==> src/rtl/bmms_pkg.sv <==
`default_nettype none
// ----------------------------------------------------------------------------
// bmms_pkg
// Shared types, register codes and helpers of the brick min/max block.
// ----------------------------------------------------------------------------
package bmms_pkg;

    localparam int CFG_IDX_W   = 3;
    localparam int CFG_DATA_W  = 16;
    localparam int COORD_W     = 10;
    localparam int OFF_W       = 6;
    localparam int OUT_VOXEL_W = 16;
    localparam int SIM_W       = 17;
    localparam int BG_W        = 16;

    localparam logic [SIM_W-1:0] SIM_MAX = 17'h1FFFF;

    // register indexes
    localparam logic [CFG_IDX_W-1:0] CFG_VOLUME_WIDTH  = 3'd0;
    localparam logic [CFG_IDX_W-1:0] CFG_VOLUME_HEIGHT = 3'd1;
    localparam logic [CFG_IDX_W-1:0] CFG_VOLUME_DEPTH  = 3'd2;
    localparam logic [CFG_IDX_W-1:0] CFG_BRICK_EDGE    = 3'd3;
    localparam logic [CFG_IDX_W-1:0] CFG_BACKGROUND    = 3'd4;
    localparam logic [CFG_IDX_W-1:0] CFG_METRIC_MODE   = 3'd5;

    // metric codes; every other code selects the midpoint distance
    localparam logic [1:0] MODE_NEARER  = 2'd1;
    localparam logic [1:0] MODE_FARTHER = 2'd2;
    localparam logic [1:0] MODE_RESET   = 2'd3;

    // reset geometry, kept as last index (size minus one)
    localparam logic [COORD_W-1:0] RST_LAST_DIM  = 10'd63;
    localparam logic [OFF_W-1:0]   RST_LAST_EDGE = 6'd7;

    typedef struct packed {
        logic [COORD_W-1:0] last_x;
        logic [COORD_W-1:0] last_y;
        logic [COORD_W-1:0] last_z;
        logic [OFF_W-1:0]   last_e;
    } geom_t;

    typedef struct packed {
        logic               first;
        logic               done;
        logic [COORD_W-1:0] org_x;
        logic [COORD_W-1:0] org_y;
        logic [COORD_W-1:0] org_z;
    } scan_tag_t;

    // Map a raw dimension to its last index: zero acts as one, above 1024 as 1024.
    function automatic logic [COORD_W-1:0] clamp_dim(input logic [10:0] v);
        logic [10:0] m;
        begin
            m = v - 11'd1;
            if (v == 11'd0) begin
                return '0;
            end else if (v > 11'd1024) begin
                return 10'd1023;
            end else begin
                return m[COORD_W-1:0];
            end
        end
    endfunction

    // Same for the brick edge, range 1..64.
    function automatic logic [OFF_W-1:0] clamp_edge(input logic [6:0] v);
        logic [6:0] m;
        begin
            m = v - 7'd1;
            if (v == 7'd0) begin
                return '0;
            end else if (v > 7'd64) begin
                return 6'd63;
            end else begin
                return m[OFF_W-1:0];
            end
        end
    endfunction

endpackage
`default_nettype wire

==> src/rtl/bmms_scan.sv <==
`default_nettype none
// ----------------------------------------------------------------------------
// bmms_scan
// Raster position, offsets inside the brick and running store index.
// ----------------------------------------------------------------------------
module bmms_scan #(
    parameter int SLAB_BRICKS = 4096,
    parameter int IDX_W       = 12
) (
    input  wire                 aclk,
    input  wire                 aresetn,
    input  bmms_pkg::geom_t     geom,
    input  wire                 clear,
    input  wire                 adv,
    output logic [IDX_W-1:0]    idx,
    output bmms_pkg::scan_tag_t tag
);
    import bmms_pkg::*;

    logic [COORD_W-1:0] pos_x_reg, pos_y_reg, pos_z_reg;
    logic [COORD_W-1:0] pos_x_next, pos_y_next, pos_z_next;
    logic [OFF_W-1:0]   off_x_reg, off_y_reg, off_z_reg;
    logic [OFF_W-1:0]   off_x_next, off_y_next, off_z_next;
    logic [IDX_W-1:0]   idx_reg, idx_next, row_base_reg, row_base_next;
    logic [IDX_W-1:0]   idx_inc;
    logic               x_wrap, y_wrap, z_wrap;
    logic               ex_e, ey_e, ez_e;

    assign x_wrap = pos_x_reg >= geom.last_x;
    assign y_wrap = pos_y_reg >= geom.last_y;
    assign z_wrap = pos_z_reg >= geom.last_z;
    assign ex_e   = off_x_reg >= geom.last_e;
    assign ey_e   = off_y_reg >= geom.last_e;
    assign ez_e   = off_z_reg >= geom.last_e;

    assign idx_inc = (idx_reg == IDX_W'(SLAB_BRICKS - 1)) ? '0 : idx_reg + IDX_W'(1);

    assign idx       = idx_reg;
    assign tag.first = (off_x_reg == '0) && (off_y_reg == '0) && (off_z_reg == '0);
    assign tag.done  = (ex_e || x_wrap) && (ey_e || y_wrap) && (ez_e || z_wrap);
    assign tag.org_x = pos_x_reg - {{(COORD_W-OFF_W){1'b0}}, off_x_reg};
    assign tag.org_y = pos_y_reg - {{(COORD_W-OFF_W){1'b0}}, off_y_reg};
    assign tag.org_z = pos_z_reg - {{(COORD_W-OFF_W){1'b0}}, off_z_reg};

    always_comb begin
        pos_x_next    = pos_x_reg;
        pos_y_next    = pos_y_reg;
        pos_z_next    = pos_z_reg;
        off_x_next    = off_x_reg;
        off_y_next    = off_y_reg;
        off_z_next    = off_z_reg;
        idx_next      = idx_reg;
        row_base_next = row_base_reg;
        if (x_wrap) begin
            pos_x_next = '0;
            off_x_next = '0;
            if (y_wrap) begin
                pos_y_next    = '0;
                off_y_next    = '0;
                row_base_next = '0;
                idx_next      = '0;
                if (z_wrap) begin
                    pos_z_next = '0;
                    off_z_next = '0;
                end else begin
                    pos_z_next = pos_z_reg + COORD_W'(1);
                    off_z_next = ez_e ? '0 : off_z_reg + OFF_W'(1);
                end
            end else begin
                pos_y_next = pos_y_reg + COORD_W'(1);
                if (ey_e) begin
                    // next brick row starts right after the last brick of this one
                    off_y_next    = '0;
                    row_base_next = idx_inc;
                    idx_next      = idx_inc;
                end else begin
                    off_y_next = off_y_reg + OFF_W'(1);
                    idx_next   = row_base_reg;
                end
            end
        end else begin
            pos_x_next = pos_x_reg + COORD_W'(1);
            if (ex_e) begin
                off_x_next = '0;
                idx_next   = idx_inc;
            end else begin
                off_x_next = off_x_reg + OFF_W'(1);
            end
        end
    end

    always_ff @(posedge aclk) begin
        if (!aresetn || clear) begin
            pos_x_reg    <= '0;
            pos_y_reg    <= '0;
            pos_z_reg    <= '0;
            off_x_reg    <= '0;
            off_y_reg    <= '0;
            off_z_reg    <= '0;
            idx_reg      <= '0;
            row_base_reg <= '0;
        end else if (adv) begin
            pos_x_reg    <= pos_x_next;
            pos_y_reg    <= pos_y_next;
            pos_z_reg    <= pos_z_next;
            off_x_reg    <= off_x_next;
            off_y_reg    <= off_y_next;
            off_z_reg    <= off_z_next;
            idx_reg      <= idx_next;
            row_base_reg <= row_base_next;
        end
    end

endmodule
`default_nettype wire

==> config.mk <==
export PLATFORM = sky130hd
export DESIGN_NAME = bmms_scan
export DESIGN_NICKNAME = d
export VERILOG_FILES = /design/src/rtl/bmms_pkg.sv /design/src/rtl/bmms_scan.sv
export SDC_FILE = /design/constraint.sdc
export NUM_CORES = 1
export LEC_CHECK = 0
export ABC_AREA = 1
export BUFFER_PORTS_ARGS = -buffer_cell sky130_fd_sc_hd__buf_2
export CORE_MARGIN = 4
export CORE_UTILIZATION = 55
export DETAILED_ROUTE_END_ITERATION = 7
export GPL_TIMING_DRIVEN = 0
export PLACE_DENSITY = 0.74
export SETUP_SLACK_MARGIN = 0.4
export SLEW_MARGIN = 20
export SYNTH_ARGS = -nofsm -noshare
export SYNTH_HDL_FRONTEND = slang
export SYNTH_SLANG_ARGS = --single-unit
==> constraint.sdc <==
create_clock -name aclk -period 6.7 [get_ports aclk]
set_clock_uncertainty 0.2 [all_clocks]
set_input_delay 1.34 -clock aclk [delete_from_list [all_inputs] [get_ports aclk]]
set_output_delay 1.34 -clock aclk [all_outputs]
set_load 0.02 [all_outputs]
==> impl_metrics.toml <==
[worst_setup_path]
required_ps = 5160
reg2reg_depth = 13
worstSetupEndpointType = "primary output"
cp.arrival_ps = 3070
startpoint_type = "input port"
critPathTopFamily = "simple AND/OR/NAND/NOR gates"
cp.depth = 10
crit_buf_inv = 4
crit_type = "in2out"
crit_path_max_incr_delay_ps = 370
cp_slowest_cell = "nor2_1"
crit_chain = "buf_2 > inv_1 > ha_1 > nand2_1 > inv_1 > a21oi_1 > nand2_1 > nor2_1 > nor3_1 > buf_2"
crit_fanout = 9

[clocking]
clkLatencyLatePin_ps = 340
cts_buffers = 9
cts.clk_slew.worst_paths_ps = 60
numClockSinks = 72
postCtsSetupBuffers = 0
cts_max_path_buffers = 2
tritoncts = "yes"
cts_hold_buf = 0
cts-htree-levels = 3
post_cts_resized = 0
clockRootBuffer = "clkbuf_16"

[power_and_ir_drop]
ir_worst_vdd_mv = 0.1451
p_leak_nw = 3.836
p_per_area_nw_per_um2 = 144.2

[yosys]
yosys-top-cells-area = "dfxtp_1, nand2_1, ha_1"
synth_top_cell_by_area = "dfxtp_1"
yosys_warnings = 0
synth_area_um2 = 6320
syn_nets = 1124
synth-seq-area-share = 0.2281
synth_top_area_frac = 0.2281
synth_area_per_cell_um2 = 6.288
synthCells = 1005
synthDistinctLibCells = 39
ys_ff_latch = 72

[die]
initial_core_util = 0.5729
rows = 38
dieArea_um2 = 13270
die_x_um = 115.2
die_h_um = 115.2
core-area_um2 = 11030
io_pins = 84

[timing]
slew_viol_final = 0
max_freq_mhz = 217.1
min_period_ps = 4606
tns_ps = 0
rsz0062_at_grt = "no"
setup_viol = 0
slew_headroom = 0.6022
hold_violations = 0
tightest_slew_ps = 596.7
min_period_over_period = 0.6874

[placement]
gp_congestion = 0.8955
dpl-instance-area_um2 = 6910
hpwl_um = 12100
port_buffers = 83

[route]
drt_wl_total_um = 15280
vias = 6268
first_iter_violations = 393
post_drt_wl_per_cell_um = 12.28
dr.pass1.iters = 5
route.detailed.drc = 0
vias_per_cell = 5.039
antenna_left = 0

[global_route]
grt_usage = 0.2437
grt-ovfl-total = 0
grt_antenna_before_repair = 0
grt_start_max_net_pins = 13
grt_pass1_wl_um = 26360
grt_pass1_vias = 5733

[layout]
fill_cells = 1108
area_growth_syn_to_layout_pct = 14.43
antenna_cells = 0
fin_nets = 1218
drive_gt1_frac = 0.1241
fin_area_um2 = 7232

[run]
maxCapViolCount = 0

[outcome]
outcome = "completed"

[hold_path]
whs_path_depth = 2
hp-class = "reg2reg"
==> layer usage <==
metal  wire length, um  part of all wire  global-route usage
met1              7308              0.48              0.3294
met2              7114              0.47              0.4024
met3               609             0.040             0.03842
met4               246             0.016             0.07042
met5                 0                 0                   0
==> cells in the mapped netlist <==
cell type,count
nor4_1,2
nor3_2,4
nand3_1,60
xor2_1,34
o21ai_1,2
buf_6,5
nor3b_2,1
nand3_2,2
o21ai_0,34
a21boi_0,3
a211oi_2,1
nor3_1,8
buf_2,10
nor2_1,120
fa_1,3
nor2b_1,1
nor2_4,1
and3_1,1
nor3b_1,1
inv_1,155
nand3b_1,1
a21o_1,2
inv_2,2
nand4_1,17
o22ai_2,1
nand2_1,305
nor2_2,4
clkbuf_1,4
inv_4,1
nand2_4,1
buf_1,1
dfxtp_1,72
nand2_8,1
buf_4,2
ha_1,76
o21bai_1,3
a21oi_1,55
xnor2_1,6
nand2_2,3
==> worst reg2reg max path: stages (launching register included) <==
cell,delay [ps]
dfxtp_1,450
inv_1,130
ha_1,280
inv_1,50
nand2_1,40
nand2_1,50
nand2_1,50
nand3_1,90
nand3_1,260
nand3_2,230
nand2_1,200
inv_1,200
nand2_1,70
nor2_1,80
==> final cells by class <==
| cell class | count | area (um^2) | area share |
|---|---|---|---|
| clock buffer | 11 | 242.7 | 0.03356 |
| timing repair buffer | 83 | 415.4 | 0.05744 |
| multi-input combinational | 753 | 4143 | 0.5728 |
| buffer | 22 | 140.1 | 0.01938 |
| clock inverter | 5 | 78.83 | 0.01090 |
| tap | 140 | 175.2 | 0.02422 |
| sequential | 72 | 1441 | 0.1993 |
| inverter | 158 | 595.6 | 0.08235 |
==> placed cells by master, fill, tap and decap left out, types with 2 or more instances in the layout <==
| cell type | instances |
|---|---|
| ha_1 | 76 |
| buf_4 | 2 |
| dfxtp_1 | 72 |
| clkinv_2 | 2 |
| xor2_1 | 34 |
| nor4_1 | 2 |
| a21boi_0 | 3 |
| o21ai_0 | 34 |
| o21ai_1 | 2 |
| nand3_2 | 2 |
| nor3_1 | 8 |
| clkbuf_16 | 9 |
| nand2_1 | 305 |
| nand3_1 | 60 |
| nor3_2 | 4 |
| inv_2 | 2 |
| a21oi_1 | 55 |
| inv_1 | 155 |
| buf_2 | 93 |
| nor2_2 | 4 |
| clkbuf_1 | 5 |
| o21bai_1 | 3 |
| nand2_2 | 3 |
| nor2_1 | 120 |
| xnor2_1 | 6 |
| a21o_1 | 2 |
| bufinv_16 | 2 |
| nand4_1 | 17 |
| buf_6 | 5 |
| fa_1 | 3 |
==> final timing paths <==
check	end	from	slack [ps]
setup reg to reg	pos_y_reg[3]	pos_y_reg[0]	4260
setup / recovery	tag[30]	geom[5]	2090
hold / removal	row_base_reg[5]	row_base_reg[5]	270
hold reg to reg	row_base_reg[5]	row_base_reg[5]	270
==> logic make-up (layout without fill, tap and decap cells) <==
family	count (synthesis)	after routing	share of synthesized area
AND/OR/NAND/NOR	533	533	0.3546
buffers and inverters	180	279	0.1164
flip-flops	72	72	0.2281
adder cells (fa/ha/maj)	79	79	0.1600
XOR/XNOR	40	40	0.05544
AO/OA/AOI/OAI	101	101	0.08552
==> metrics by stage <==
step,hold slack (ps),cells,util,total power (W),setup WS (ps)
final,269.5,1244,0.6556,0.001043,2094
after global routing,309.5,1244,0.6556,0.001083,1953
after CTS,270.0,1244,0.6556,0.001050,2108
after detailed placement,261.7,1228,0.6265,0.0005251,2128
after global placement,254.3,1228,0.6265,0.0005241,2103
after floorplan,243.5,1005,-,0.0004945,2390
==> power by group <==
group | switching (W) | total, W | internal (W)
Sequential | 0.00000110 | 0.000430 | 0.000429
Combinational | 0.0000537 | 0.0000854 | 0.0000317
Clock | 0.000191 | 0.000527 | 0.000336
Note: power is estimated with default switching activity, not from simulation.
